## config.mk

```make
export PLATFORM = sky130hd
export DESIGN_NAME = bse_ctrl
export DESIGN_NICKNAME = d
export VERILOG_FILES = /design/src/rtl/core/bse_pkg.sv /design/src/rtl/core/bse_ctrl.sv
export SDC_FILE = /design/constraint.sdc
export NUM_CORES = 1
export LEC_CHECK = 0
export BUFFER_PORTS_ARGS = -buffer_cell sky130_fd_sc_hd__buf_2
export CAP_MARGIN = 20
export CORE_AREA = 5 5 42 44
export CTS_CLUSTER_DIAMETER = 80
export DETAILED_ROUTE_END_ITERATION = 12
export DIE_AREA = 0 0 47 49
export GPL_ROUTABILITY_DRIVEN = 0
export SLEW_MARGIN = 10
export SYNTH_ARGS = -nofsm -noshare
export SYNTH_HDL_FRONTEND = slang
export SYNTH_SLANG_ARGS = --single-unit
export TNS_END_PERCENT = 50
```

## constraint.sdc

```tcl
create_clock -name aclk -period 4.7 [get_ports aclk]
set_clock_uncertainty 0.1 [all_clocks]
set_input_delay 1.41 -clock aclk [delete_from_list [all_inputs] [get_ports aclk]]
set_output_delay 1.41 -clock aclk [all_outputs]
set_load 0.005 [all_outputs]
```

## src/rtl/core/bse_pkg.sv

```systemverilog
// Shared constants, types and helpers of the escape-time block.
package bse_pkg;

    localparam int COORD_BITS_DEF = 11;
    localparam int FRAC_BITS_DEF  = 22;

    localparam int STEP_W      = 22;
    localparam int STEP_FRAC   = 24;
    localparam int MODE_W      = 2;
    localparam int LIMIT_W     = 10;
    localparam int COUNT_W     = 10;
    localparam int Z_W         = 32;
    localparam int SAT_IN_W    = 64;
    localparam int APB_AW      = 4;
    localparam int APB_DW      = 32;
    localparam int OUT_TDATA_W = 16;

    localparam logic [MODE_W-1:0]  MODE_RESET  = 2'd0;
    localparam logic [LIMIT_W-1:0] LIMIT_RESET = 10'd100;
    localparam logic [STEP_W-1:0]  STEP_RESET  = 22'd83886;

    typedef enum logic [MODE_W-1:0] {
        MODE_PIXEL = 2'd0,
        MODE_JULIA = 2'd1,
        MODE_PLAIN = 2'd2
    } mode_t;

    typedef enum logic [1:0] {
        REG_MODE  = 2'd0,
        REG_LIMIT = 2'd1,
        REG_XSTEP = 2'd2,
        REG_YSTEP = 2'd3
    } reg_idx_t;

    typedef struct packed {
        logic [MODE_W-1:0]  mode;
        logic [LIMIT_W-1:0] limit;
        logic [STEP_W-1:0]  x_step;
        logic [STEP_W-1:0]  y_step;
    } cfg_t;

    typedef struct packed {
        logic load_coord;
        logic capture_sq;
        logic step_z;
        logic emit;
    } cmd_t;

    // Clamp a wide signed value into the signed Z_W-bit range.
    function automatic logic signed [Z_W-1:0] sat32(input logic signed [SAT_IN_W-1:0] v);
        logic signed [SAT_IN_W-1:0] hi;
        logic signed [SAT_IN_W-1:0] lo;
        hi = $signed({{(SAT_IN_W-Z_W+1){1'b0}}, {(Z_W-1){1'b1}}});
        lo = ~hi;
        if (v > hi) begin
            return hi[Z_W-1:0];
        end else if (v < lo) begin
            return lo[Z_W-1:0];
        end
        return v[Z_W-1:0];
    endfunction

endpackage

```

## src/rtl/core/bse_ctrl.sv

```systemverilog
// Sequencer of the escape-time block: accept, square/test loop, result handoff.
module bse_ctrl (
    input  logic          aclk,
    input  logic          aresetn,
    input  logic          s_tvalid,
    output logic          s_tready,
    output logic          m_tvalid,
    input  logic          m_tready,
    input  logic          stop,
    output bse_pkg::cmd_t cmd
);

    typedef enum logic [3:0] {
        ST_IDLE   = 4'b0001,
        ST_SQUARE = 4'b0010,
        ST_TEST   = 4'b0100,
        ST_DRAIN  = 4'b1000
    } state_t;

    state_t state_reg, state_next;
    logic   m_tvalid_reg, m_tvalid_next;
    logic   out_free;

    always_comb begin
        state_next = state_reg;
        cmd        = '0;
        out_free   = !m_tvalid_reg || m_tready;
        case (state_reg)
            ST_IDLE: begin
                if (s_tvalid) begin
                    cmd.load_coord = 1'b1;
                    state_next     = ST_SQUARE;
                end
            end
            ST_SQUARE: begin
                cmd.capture_sq = 1'b1;
                state_next     = ST_TEST;
            end
            ST_TEST: begin
                if (!stop) begin
                    cmd.step_z = 1'b1;
                    state_next = ST_SQUARE;
                end else if (out_free) begin
                    cmd.emit   = 1'b1;
                    state_next = ST_IDLE;
                end else begin
                    state_next = ST_DRAIN;
                end
            end
            ST_DRAIN: begin
                if (out_free) begin
                    cmd.emit   = 1'b1;
                    state_next = ST_IDLE;
                end
            end
            default: state_next = ST_IDLE;
        endcase
        m_tvalid_next = cmd.emit || (m_tvalid_reg && !m_tready);
    end

    always_ff @(posedge aclk) begin
        if (!aresetn) begin
            state_reg    <= ST_IDLE;
            m_tvalid_reg <= 1'b0;
        end else begin
            state_reg    <= state_next;
            m_tvalid_reg <= m_tvalid_next;
        end
    end

    assign s_tready = (state_reg == ST_IDLE);
    assign m_tvalid = m_tvalid_reg;

endmodule

```

==> results.md <==
Outcome:
- The run finished with clean final reports.

Cells and area:
- The final instance area is 362 um^2.
- The count of filler cells inserted in the layout is 170.
- The repair_antennas step left the layout with diodes totalling 0.
- The share of layout cells above drive strength 1 is 42.5%.
- The register with the most flip-flops in the layout has 4 of them.
- Compared with the post-synthesis result, the final layout area differs by 36.3%.
- Leaving out fill and tap cells, the most frequent cells in the layout are buf_2, dfxtp_1, clkbuf_4.
- The most common cell after layout, fill and taps aside is buf_2.
- The net count of the finished layout is 46.

Min path:
- The worst hold path was traced through 2 stages.
- The hold path endpoint is state_reg[3]$_SDFFE_PN0P_.
- The class of the tightest hold or removal check is reg -> reg.
- The start point of the worst hold path is m_tvalid$_SDFF_PN0_.

Place:
- Once detailed placement completed, the half-perimeter wirelength came to 480 um.
- Once placement finished, the instance area stood at 335 um^2.
- The pre-CTS setup slack is 991 ps.
- The total of buffers placed on input and output ports is 10.

Clock tree:
- TritonCTS built the clock tree.
- The cell at the root of the clock tree is clkbuf_4.
- CTS built an H-tree with a depth of 1.
- The clock reaches the later pin of the worst-skew pair after 250 ps.
- Gates resized during post-CTS repair numbered 0.
- Clock-pin slew was measured on the worst setup and hold paths at 50 ps.
- In this run the post-CTS setup repair buffer count came out at 0.
- The longest clock path from root to sink contains 2 buffers.
- The post-cts hold buffer count is 0.
- For this design, the sink count on the clock tree is 5.
- Clock tree synthesis inserted a total of 3 buffers.

Worst setup path:
- For flop-to-flop paths, the worst setup slack is 3200 ps.
- The number of cells on the worst reg-to-reg path is 3.
- The critical path data required time is 3190 ps.
- The endpoint arrival time on the critical path is 2190 ps.
- The classification of the worst setup path is in -> out.
- The launching point of the worst reg2reg path is state_reg[0]$_SDFFE_PN1P_.
- The destination of the worst register-to-register timing path is state_reg[0]$_SDFFE_PN1P_.
- The capturing element type of the critical path is a primary output.
- The largest fanout of any net on the critical path is 3.
- The kind of start point of the critical path is a primary input.

Pwr:
- The total internal power is 0.0889 mW.
- The power density over the cells is 333 nW/um^2.
- In this run the power spent charging and discharging nets is 0.0314 mW.
- The switching power share of the total is 26.1%.
- The leakage power is 0.153 nW.
- In this run, the clock network consumes 43.6% of the power.
- The worst supply voltage drop on vdd is 0.000110 V.
- The sequential power share is 40.3%.
- Of the total power, combinational logic draws 16.1%.

GRT:
- The number of global-route vias before repair is 278.
- The remaining global-route overflow is 0.
- The first global-routing pass estimated 1.17 mm of wire.
- Global routing used 7.40% of the available tracks.
- Entering global routing, the biggest net connects 8 pins.
- The number of antenna violations at the first check in global routing is 0.

STA:
- The final critical delay including setup and external delays is 3700 ps.
- The total count of max-transition violations in the final report is 0.
- In this run the tightest slew margin relative to its limit is 73.8%.
- The share of the cycle needed by the critical path after routing is 78.8%.
- After layout, the worst setup slack is 997 ps.
- Based on the critical path, the design can be clocked at up to 270 MHz.
- The total count of hold-check failures in the final report was 0.
- The sum of negative setup slack is 0 ps.
- Setup repair after global routing left no endpoint under its margin.
- For the pin with the worst max-slew slack, the measured transition is 388 ps.
- The final-report setup violation count is 0.
- The worst hold slack is 511 ps.

Die:
- 11 I/O pins were placed.
- The total area inside the core boundary comes to 1400 um^2.
- For this configuration, the core starts out at a cell density of 18.9%.
- From left edge to right edge, the die measures 47 um.
- The floorplan step defined a die boundary enclosing 2300 um^2.
- The floorplan has 14 rows.
- The die is 49 um tall.

Synth:
- The number of instances in the synthesized netlist is 26.
- The cell area that synthesis handed to floorplanning was 265 um^2.
- The share of the Yosys chip area taken by registers is 37.7%.
- The number of nets handed over by synthesis was 31.
- After synthesis, the netlist uses 20 different library cells.
- After synthesis, the mean cell area works out to 10.2 um^2.
- Counting flops and latches in the post-synthesis netlist gives 5.
- The number of warnings reported in the yosys synthesis log is 0.

Detailed routing:
- The final route contains 275 vias.
- For this run, design rule violations remaining after detail routing come to 0.
- Dividing the detail-routed wire length by the instance count gives 12.5 um.
- The pre-antenna-repair detailed-routing pass consisted of 2 iterations.
- The detail route stage leaves a number of antenna-violating nets equal to 0.
- For this block, the initial DRC count from the detailed router was 4.
- In the routed layout, each cell is associated on average with a via count of 4.91.
- After detailed routing, the total wire length is 701 um.

Flow run:
- Across the run, the number of max-cap violations was 0.
-- critical path: stages --
cell	delay (ps)
buf_2	100
nand3b_1	80
a211o_2	380
nor2b_1	110
buf_2	110
-- through the flow --
| stage | util, % | total power [mW] | instances |
|---|---|---|---|
| after floorplan | - | 0.0613 | 26 |
| after global placement | 23.9 | 0.0687 | 52 |
| after detailed placement | 23.9 | 0.0686 | 52 |
| after CTS | 25.8 | 0.122 | 56 |
| after global routing | 25.8 | 0.126 | 56 |
| final | 25.8 | 0.120 | 56 |
-- metal layers --
metal	GRT usage, %	wire (um)
met5	0	0
met3	1.48	48
met4	9.68	41
met2	10.4	327
met1	7.49	284
-- worst max path at each step --
stage,from,endpoint,slack (ps)
2_1_floorplan,stop,cmd[0],1250
4_1_cts,stop,cmd[0],990
3_5_place_dp,stop,cmd[0],990
6_report,stop,cmd[0],1000
3_3_place_gp,stop,cmd[0],1020
5_1_grt,stop,cmd[0],920
-- power by group through the flow --
stage	combinational [mW]	sequential, mW	clock [mW]
floorplan	0.0132	0.0481	0
global route	0.0220	0.0488	0.0551
detailed placement	0.0195	0.0491	0
CTS	0.0198	0.0485	0.0540
global placement	0.0197	0.0489	0
finish	0.0194	0.0485	0.0524
-- cell families after synthesis --
kind of cell,Yosys count,synth area share [%]
XOR/XNOR,1,3.30
flip-flops,5,37.7
AND/OR/NAND/NOR,11,32.5
AO/OA/AOI/OAI,8,24.5
buffers and inverters,1,1.88
-- cell usage after synthesis --
| cell | number | area (um^2) |
|---|---|---|
| o21bai_1 | 1 | 7.51 |
| a21boi_0 | 1 | 7.51 |
| nor2b_1 | 1 | 6.26 |
| o211a_1 | 1 | 10.0 |
| o221a_1 | 1 | 11.3 |
| dfxtp_1 | 5 | 100 |
| a211o_2 | 1 | 10.0 |
| nand3b_1 | 1 | 7.51 |
| nor3_1 | 1 | 5.00 |
| or4b_1 | 2 | 20.0 |
| and2_4 | 1 | 8.76 |
| nand2b_1 | 2 | 12.5 |
| nor2_1 | 1 | 3.75 |
| or4b_4 | 1 | 13.8 |
| o21ai_0 | 1 | 5.00 |
| o32ai_1 | 1 | 8.76 |
| nor4b_1 | 1 | 8.76 |
| clkinv_2 | 1 | 5.00 |
| xnor2_1 | 1 | 8.76 |
| a21oi_1 | 1 | 5.00 |
-- layout make-up --
class	count	area, um^2	area share (%)
clock buffers	4	26.3	7.27
inverters	1	5.00	1.38
multi-input cells	20	160	44.3
flip-flops and latches	5	100	27.7
well taps	16	20.0	5.54
repair buffers	10	50.0	13.8
No activity file was read; power rests on OpenSTA's default activity.
