<file path="src/rtl/core/bse_pkg.sv">
// Shared constants, types and helpers of the escape-time block.
package bse_pkg;

    localparam int COORD_BITS_DEF = 11;
    localparam int FRAC_BITS_DEF  = 22;

    localparam int STEP_W      = 22;
    localparam int STEP_FRAC   = 24;
    localparam int MODE_W      = 2;
    localparam int LIMIT_W     = 10;
    localparam int COUNT_W     = 10;
    localparam int Z_W         = 32;
    localparam int SAT_IN_W    = 64;
    localparam int APB_AW      = 4;
    localparam int APB_DW      = 32;
    localparam int OUT_TDATA_W = 16;

    localparam logic [MODE_W-1:0]  MODE_RESET  = 2'd0;
    localparam logic [LIMIT_W-1:0] LIMIT_RESET = 10'd100;
    localparam logic [STEP_W-1:0]  STEP_RESET  = 22'd83886;

    typedef enum logic [MODE_W-1:0] {
        MODE_PIXEL = 2'd0,
        MODE_JULIA = 2'd1,
        MODE_PLAIN = 2'd2
    } mode_t;

    typedef enum logic [1:0] {
        REG_MODE  = 2'd0,
        REG_LIMIT = 2'd1,
        REG_XSTEP = 2'd2,
        REG_YSTEP = 2'd3
    } reg_idx_t;

    typedef struct packed {
        logic [MODE_W-1:0]  mode;
        logic [LIMIT_W-1:0] limit;
        logic [STEP_W-1:0]  x_step;
        logic [STEP_W-1:0]  y_step;
    } cfg_t;

    typedef struct packed {
        logic load_coord;
        logic capture_sq;
        logic step_z;
        logic emit;
    } cmd_t;

    // Clamp a wide signed value into the signed Z_W-bit range.
    function automatic logic signed [Z_W-1:0] sat32(input logic signed [SAT_IN_W-1:0] v);
        logic signed [SAT_IN_W-1:0] hi;
        logic signed [SAT_IN_W-1:0] lo;
        hi = $signed({{(SAT_IN_W-Z_W+1){1'b0}}, {(Z_W-1){1'b1}}});
        lo = ~hi;
        if (v > hi) begin
            return hi[Z_W-1:0];
        end else if (v < lo) begin
            return lo[Z_W-1:0];
        end
        return v[Z_W-1:0];
    endfunction

endpackage

</file>
<file path="src/rtl/core/bse_regs.sv">
// APB configuration registers of the escape-time block.
module bse_regs (
    input  logic                       aclk,
    input  logic                       aresetn,
    input  logic                       psel,
    input  logic                       penable,
    input  logic                       pwrite,
    input  logic [bse_pkg::APB_AW-1:0] paddr,
    input  logic [bse_pkg::APB_DW-1:0] pwdata,
    output logic [bse_pkg::APB_DW-1:0] prdata,
    output logic                       pready,
    output bse_pkg::cfg_t              cfg
);
    import bse_pkg::*;

    logic [MODE_W-1:0]  mode_reg,  mode_next;
    logic [LIMIT_W-1:0] limit_reg, limit_next;
    logic [STEP_W-1:0]  xstep_reg, xstep_next;
    logic [STEP_W-1:0]  ystep_reg, ystep_next;
    logic               wr_en;
    reg_idx_t           idx;

    assign pready = 1'b1;
    assign wr_en  = psel && penable && pwrite;
    assign idx    = reg_idx_t'(paddr[APB_AW-1:2]);

    always_comb begin
        mode_next  = mode_reg;
        limit_next = limit_reg;
        xstep_next = xstep_reg;
        ystep_next = ystep_reg;
        if (wr_en) begin
            case (idx)
                REG_MODE:  mode_next  = pwdata[MODE_W-1:0];
                REG_LIMIT: limit_next = pwdata[LIMIT_W-1:0];
                REG_XSTEP: xstep_next = pwdata[STEP_W-1:0];
                REG_YSTEP: ystep_next = pwdata[STEP_W-1:0];
                default:   mode_next  = mode_reg;
            endcase
        end
    end

    always_comb begin
        case (idx)
            REG_MODE:  prdata = APB_DW'(mode_reg);
            REG_LIMIT: prdata = APB_DW'(limit_reg);
            REG_XSTEP: prdata = APB_DW'(xstep_reg);
            REG_YSTEP: prdata = APB_DW'(ystep_reg);
            default:   prdata = '0;
        endcase
    end

    always_ff @(posedge aclk) begin
        if (!aresetn) begin
            mode_reg  <= MODE_RESET;
            limit_reg <= LIMIT_RESET;
            xstep_reg <= STEP_RESET;
            ystep_reg <= STEP_RESET;
        end else begin
            mode_reg  <= mode_next;
            limit_reg <= limit_next;
            xstep_reg <= xstep_next;
            ystep_reg <= ystep_next;
        end
    end

    assign cfg.mode   = mode_reg;
    assign cfg.limit  = limit_reg;
    assign cfg.x_step = xstep_reg;
    assign cfg.y_step = ystep_reg;

endmodule

</file>
<file path="config.mk">
export PLATFORM = sky130hd
export DESIGN_NAME = bse_regs
export DESIGN_NICKNAME = d
export VERILOG_FILES = /design/src/rtl/core/bse_pkg.sv /design/src/rtl/core/bse_regs.sv
export SDC_FILE = /design/constraint.sdc
export NUM_CORES = 1
export LEC_CHECK = 0
export ABC_CLOCK_PERIOD_IN_PS = 1770
export BUFFER_PORTS_ARGS = -buffer_cell sky130_fd_sc_hd__clkbuf_2
export CAP_MARGIN = 20
export CORE_ASPECT_RATIO = 1.75
export CORE_UTILIZATION = 30
export DETAILED_ROUTE_END_ITERATION = 8
export PLACE_DENSITY = 0.65
export SYNTH_ARGS = -nofsm -noshare
export SYNTH_HDL_FRONTEND = slang
export SYNTH_SLANG_ARGS = --single-unit
</file>
<file path="constraint.sdc">
create_clock -name aclk -period 1.77 [get_ports aclk]
set_clock_uncertainty 0.1 [all_clocks]
set_input_delay 0.177 -clock aclk [delete_from_list [all_inputs] [get_ports aclk]]
set_output_delay 0.177 -clock aclk [all_outputs]
set_load 0.02 [all_outputs]
</file>
==> results of run 1 <==
metrics by stage:
| step | setup slack, ns | total power, W | utilization [%] |
|---|---|---|---|
| final | 0.216 | 0.00274 | 39.0 |
| after global routing | 0.194 | 0.00285 | 39.0 |
| after CTS | 0.208 | 0.00278 | 39.0 |
| after detailed placement | 0.166 | 0.00163 | 37.1 |
| after global placement | 0.225 | 0.00162 | 37.1 |
| after floorplan | 0.326 | 0.00155 | - |
power by group:
group	total [W]	switching, W	leakage, nW	internal [W]
Combinational	0.000305	0.000184	1.17	0.000122
Clock	0.00115	0.000477	0.0804	0.000673
Sequential	0.00129	0.0000129	0.453	0.00128
Total	0.00274	0.000673	1.70	0.00207
Yosys cell counts (all sizes together):
cell | number | share of area, %
o211ai | 1 | 0.27
mux2i | 65 | 23
nor2b | 43 | 9.7
and2 | 1 | 0.23
dfxtp | 56 | 40
clkbuf | 10 | 1.4
inv | 1 | 0.14
buf | 24 | 7.3
conb | 2 | 0.27
mux4 | 2 | 1.6
nor2 | 1 | 0.14
nand2 | 52 | 7.0
and3 | 1 | 0.23
and3b | 1 | 0.32
mux2 | 8 | 3.3
nand2b | 2 | 0.45
nand3 | 2 | 0.54
a21oi | 4 | 0.72
a22o | 8 | 2.5
layer usage:
layer | wire length [um] | up-vias | GRT usage [%]
li1 | - | 1121 | -
met1 | 2520 | 1045 | 14.6
met2 | 3480 | 81 | 24.1
met3 | 245 | 11 | 2.33
met4 | 212 | 0 | 7.44
met5 | 0 | - | 0
layout make-up:
class | instances | area (um^2) | area share, %
inverters | 1 | 3.75 | 0.107
repair buffers | 118 | 633 | 18.0
multi-input cells | 202 | 1440 | 41.0
well taps | 120 | 150 | 4.26
clock inverters | 3 | 46.3 | 1.31
flip-flops and latches | 56 | 1120 | 31.8
clock buffers | 5 | 125 | 3.55
final timing paths:
kind | cells after the start | endpoint | slack (ns) | from
max reg2reg | 3 | limit_reg[5]$_SDFFE_PN1P_ | 0.90 | limit_reg[5]$_SDFFE_PN1P_
min reg2reg | 2 | limit_reg[9]$_SDFFE_PN0P_ | 0.38 | limit_reg[9]$_SDFFE_PN0P_
min | 3 | ystep_reg[13]$_SDFFE_PN0P_ | 0.02 | pwdata[13]
max | 2 | prdata[0] | 0.22 | ystep_reg[0]$_SDFFE_PN0P_
critical path, stage by stage (launching register included):
cell and delay [ns]:
dfxtp_1 0.33, mux4_2 0.48, clkbuf_2 0.17
kinds of logic (layout without fill, tap and decap cells):
kind of cell	count (synthesis)	after routing	synth area share [%]
muxes	75	75	28.4
and+or+nand+nor	103	103	18.6
other	2	11	0.271
DFF	56	56	40.5
buffers and inverters	35	127	8.76
AOI/OAI and AO/OA	13	13	3.52
==> key figures, run 1 <==
Outcome
  • Run status: finished, final reports clean

Floorplanning
  • I/O pin count: 130
  • Initial Utilization: 30.7%
  • Die area: 9640 um^2
  • Die height: 129 um
  • Core outline area: 9040 um^2
  • Die Width: 74.7 um
  • Num rows: 46

Routing
  • Drt first-iter violations: 34
  • Drt pass-1 iters: 4
  • Final antenna-violating net count: 0
  • # DRC: 0
  • Vias per cell: 4.47
  • Wire per inst: 12.8 um
  • Vias: 2,258
  • Drt total wl: 6450 um

Finish
  • # fillers: 928
  • Fin cells: 505
  • Commonest non-fill, non-tap cell in the layout: clkbuf_2
  • Fraction of layout cells with a size suffix above 1: 35.8%
  • Antenna Cells: 0
  • Final Instance Area: 3520 um^2
  • Layout net count: 425
  • Area Overhead vs Synth: 27.1%
  • Most frequent cells in the layout: 106 x clkbuf_2, 65 x mux2i_1, 56 x dfxtp_1

Synthesis
  • Synth warn: 0
  • Mapped Area: 2770 um^2
  • Yosys cell types: 23
  • Syn_area_per_cell: 9.76 um^2
  • Seq/Total Area, Yosys: 40.5%
  • Syn Inst Count: 284
  • Synthesized flop and latch total: 56

Timing
  • F_max: 643 MHz
  • RSZ-0062 raised after global routing: no
  • Final hold slack: 0.0239 ns
  • Setup violations, final: 0
  • Max-slew violations: 0
  • Setup TNS Final: 0 ns
  • Post-route clock period utilization: 87.8%
  • Crit path time final: 1.55 ns
  • Final Hold Fails: 0

Global routing
  • First-pass GRT wire length: 9860 um
  • Largest net degree at the start of global routing: 84
  • Gr usage total: 13.5%
  • Vias in the first global route: 2,052
  • Remaining Overflow, GRT: 0
  • Initial antenna violation count: 0

Clocking
  • Post-cts sizing count: 0
  • Reg clk slew, reported paths: 0.07 ns
  • Sink Count: 56
  • CTS max path bufs: 2
  • Clock Latency Late Sink: 0.30 ns
  • Number of buffers created by CTS: 5
  • CTS tree: built
  • Hold-fix buffer count after cts: 0
  • H-tree depth: 2
  • Root Buffer: clkbuf_16
  • Setup repair bufs after CTS: 0

Run
  • Number of max-cap violations: 0

Critical path
  • CP startpoint kind: flip-flop
  • Crit-path max FO: 3
  • CP Capture Type: output pin
  • Kind of critical path: reg -> out
  • Crit path required time: 1.49 ns
  • Endpoint arrival time on the critical path: 1.28 ns

Placement
  • Cells after DPL: 497
  • Buffers on Ports: 106
  • Post-DP HPWL: 4910 um
  • Placed cell areas: 3350 um^2
  • RePlAce Congestion: 0.761

Power
  • Static Leak: 1.70 nW
  • Power per cell area: 779 nW/um^2
  • Worst VDD drop: 0.000366 V

Worst hold path
  • Worst Hold Class: in -> reg
Power figures use the tool's default switching activity.
==> run 2: changes to the inputs <==
Settings changed: GPL_TIMING_DRIVEN from default to 0, RECOVER_POWER from default to 50.
==> key figures, run 2 (same netlist as run 1, synthesis figures left out) <==
Clocking
  • Number of buffers created by CTS: 5
  • Root Buffer: clkbuf_16
  • Hold-fix buffer count after cts: 0
  • CTS tree: built
  • Sink Count: 56
  • Clock Latency Late Sink: 0.29 ns
  • Reg clk slew, reported paths: 0.07 ns
  • H-tree depth: 2
  • Post-cts sizing count: 0
  • Setup repair bufs after CTS: 0
  • CTS max path bufs: 2

Global routing
  • Gr usage total: 16.7%
  • Vias in the first global route: 2,208
  • Largest net degree at the start of global routing: 17
  • Initial antenna violation count: 0
  • Remaining Overflow, GRT: 0
  • First-pass GRT wire length: 11,700 um

Finish
  • Final design utilization: 39.1%
  • Antenna Cells: 0
  • Layout net count: 444
  • Area Overhead vs Synth: 27.5%
  • Fin cells: 524
  • Commonest non-fill, non-tap cell in the layout: clkbuf_2
  • # fillers: 964
  • Most frequent cells in the layout: 80 x clkbuf_2, 65 x mux2i_1, 56 x dfxtp_1
  • Fraction of layout cells with a size suffix above 1: 28.2%

Worst hold path
  • Worst Hold Depth: 3
  • Worst Hold Class: in -> reg

Power
  • Switch share: 25.4%
  • Power per cell area: 747 nW/um^2
  • Tot Pwr: 0.00264 W
  • Worst VDD drop: 0.000365 V
  • Pint: 0.00197 W
  • Flop pwr share: 48.8%
  • Sw power: 0.000670 W
  • Clock share of power: 38.6%
  • Comb power frac: 12.6%
  • Static Leak: 1.66 nW

Timing
  • Max-Slew Margin vs Limit: 42.9%
  • F_max: 603 MHz
  • Post-route clock period utilization: 93.7%
  • RSZ-0062 raised after global routing: no
  • Setup TNS Final: 0 ns
  • Worst-margin pin slew: 0.857 ns
  • Max-slew violations: 0
  • Setup violations, final: 0
  • Crit path time final: 1.66 ns
  • Final Hold Fails: 0

Run
  • Number of max-cap violations: 0

Floorplanning
  • Die height: 129 um
  • Die area: 9640 um^2
  • Initial Utilization: 30.7%
  • Die Width: 74.7 um
  • Num rows: 46
  • Core outline area: 9040 um^2
  • I/O pin count: 130

Critical path
  • CP startpoint kind: primary input
  • Kind of critical path: in -> out
  • Crit-path max FO: 10
  • Endpoint arrival time on the critical path: 1.38 ns
  • Crit path required time: 1.49 ns
  • R2R depth: 3
  • CP Capture Type: output pin

Routing
  • Final antenna-violating net count: 0
  • Vias per cell: 4.52
  • Vias: 2,370
  • Drt first-iter violations: 69
  • # DRC: 0
  • Drt total wl: 7880 um
  • Wire per inst: 15.0 um
  • Drt pass-1 iters: 4

Placement
  • Cells after DPL: 516
  • Post-DP HPWL: 6000 um
  • RePlAce Congestion: 0.789
  • Buffers on Ports: 103

Outcome
  • Run status: finished, final reports clean
==> run 2: worst paths after layout <==
check                                                start                          to  slack (ns)
worst min-delay path                            pwdata[11]  ystep_reg[11]$_SDFFE_PN0P_        0.03
worst min register to register  xstep_reg[20]$_SDFFE_PN0P_  xstep_reg[20]$_SDFFE_PN0P_        0.38
worst max register to register   limit_reg[2]$_SDFFE_PN1P_   limit_reg[2]$_SDFFE_PN1P_        0.90
worst max-delay path                              paddr[2]                   prdata[3]        0.11
==> run 2: critical path, stage by stage <==
cell,delay (ns)
buf_2,0.19
clkbuf_4,0.30
mux2_2,0.37
a22o_1,0.19
clkbuf_2,0.15
==> run 2: metal layers <==
layer | part of all wire (%) | up-vias | track usage, % | routed length, um
li1 | - | 1159 | - | -
met1 | 38 | 1121 | 17.3 | 2990
met2 | 56 | 81 | 32.1 | 4410
met3 | 4.2 | 9 | 2.72 | 331
met4 | 1.9 | 0 | 5.99 | 146
met5 | 0 | - | 0 | 0
==> run 2: cell type report <==
class,count,area (um^2),share of cell area [%]
clock buffer,7,143,4.04
inverter,1,3.75,0.106
timing repair buffer,103,483,13.7
clock inverter,1,7.51,0.212
sequential,56,1120,31.7
buffer,34,189,5.35
multi-input combinational,202,1440,40.7
tap,120,150,4.25
==> run 2: power by group through the flow <==
| stage | sequential [W] | clock [W] | combinational [W] |
|---|---|---|---|
| final | 0.00129 | 0.00102 | 0.000333 |
| after global routing | 0.00129 | 0.00108 | 0.000362 |
| after CTS | 0.00129 | 0.00104 | 0.000344 |
| after detailed placement | 0.00132 | 0 | 0.000343 |
| after global placement | 0.00132 | 0 | 0.000340 |
| after floorplan | 0.00134 | 0 | 0.000209 |
==> run 2: through the flow <==
stage	area [um^2]	hold slack, ns	worst slack (ns)
2_1_floorplan	2810	0.219	0.326
3_3_place_gp	3470	0.331	0.00922
3_5_place_dp	3470	0.341	0.00461
4_1_cts	3620	0.0249	0.00283
5_1_grt	3530	0.0482	0.0242
6_report	3530	0.0291	0.111
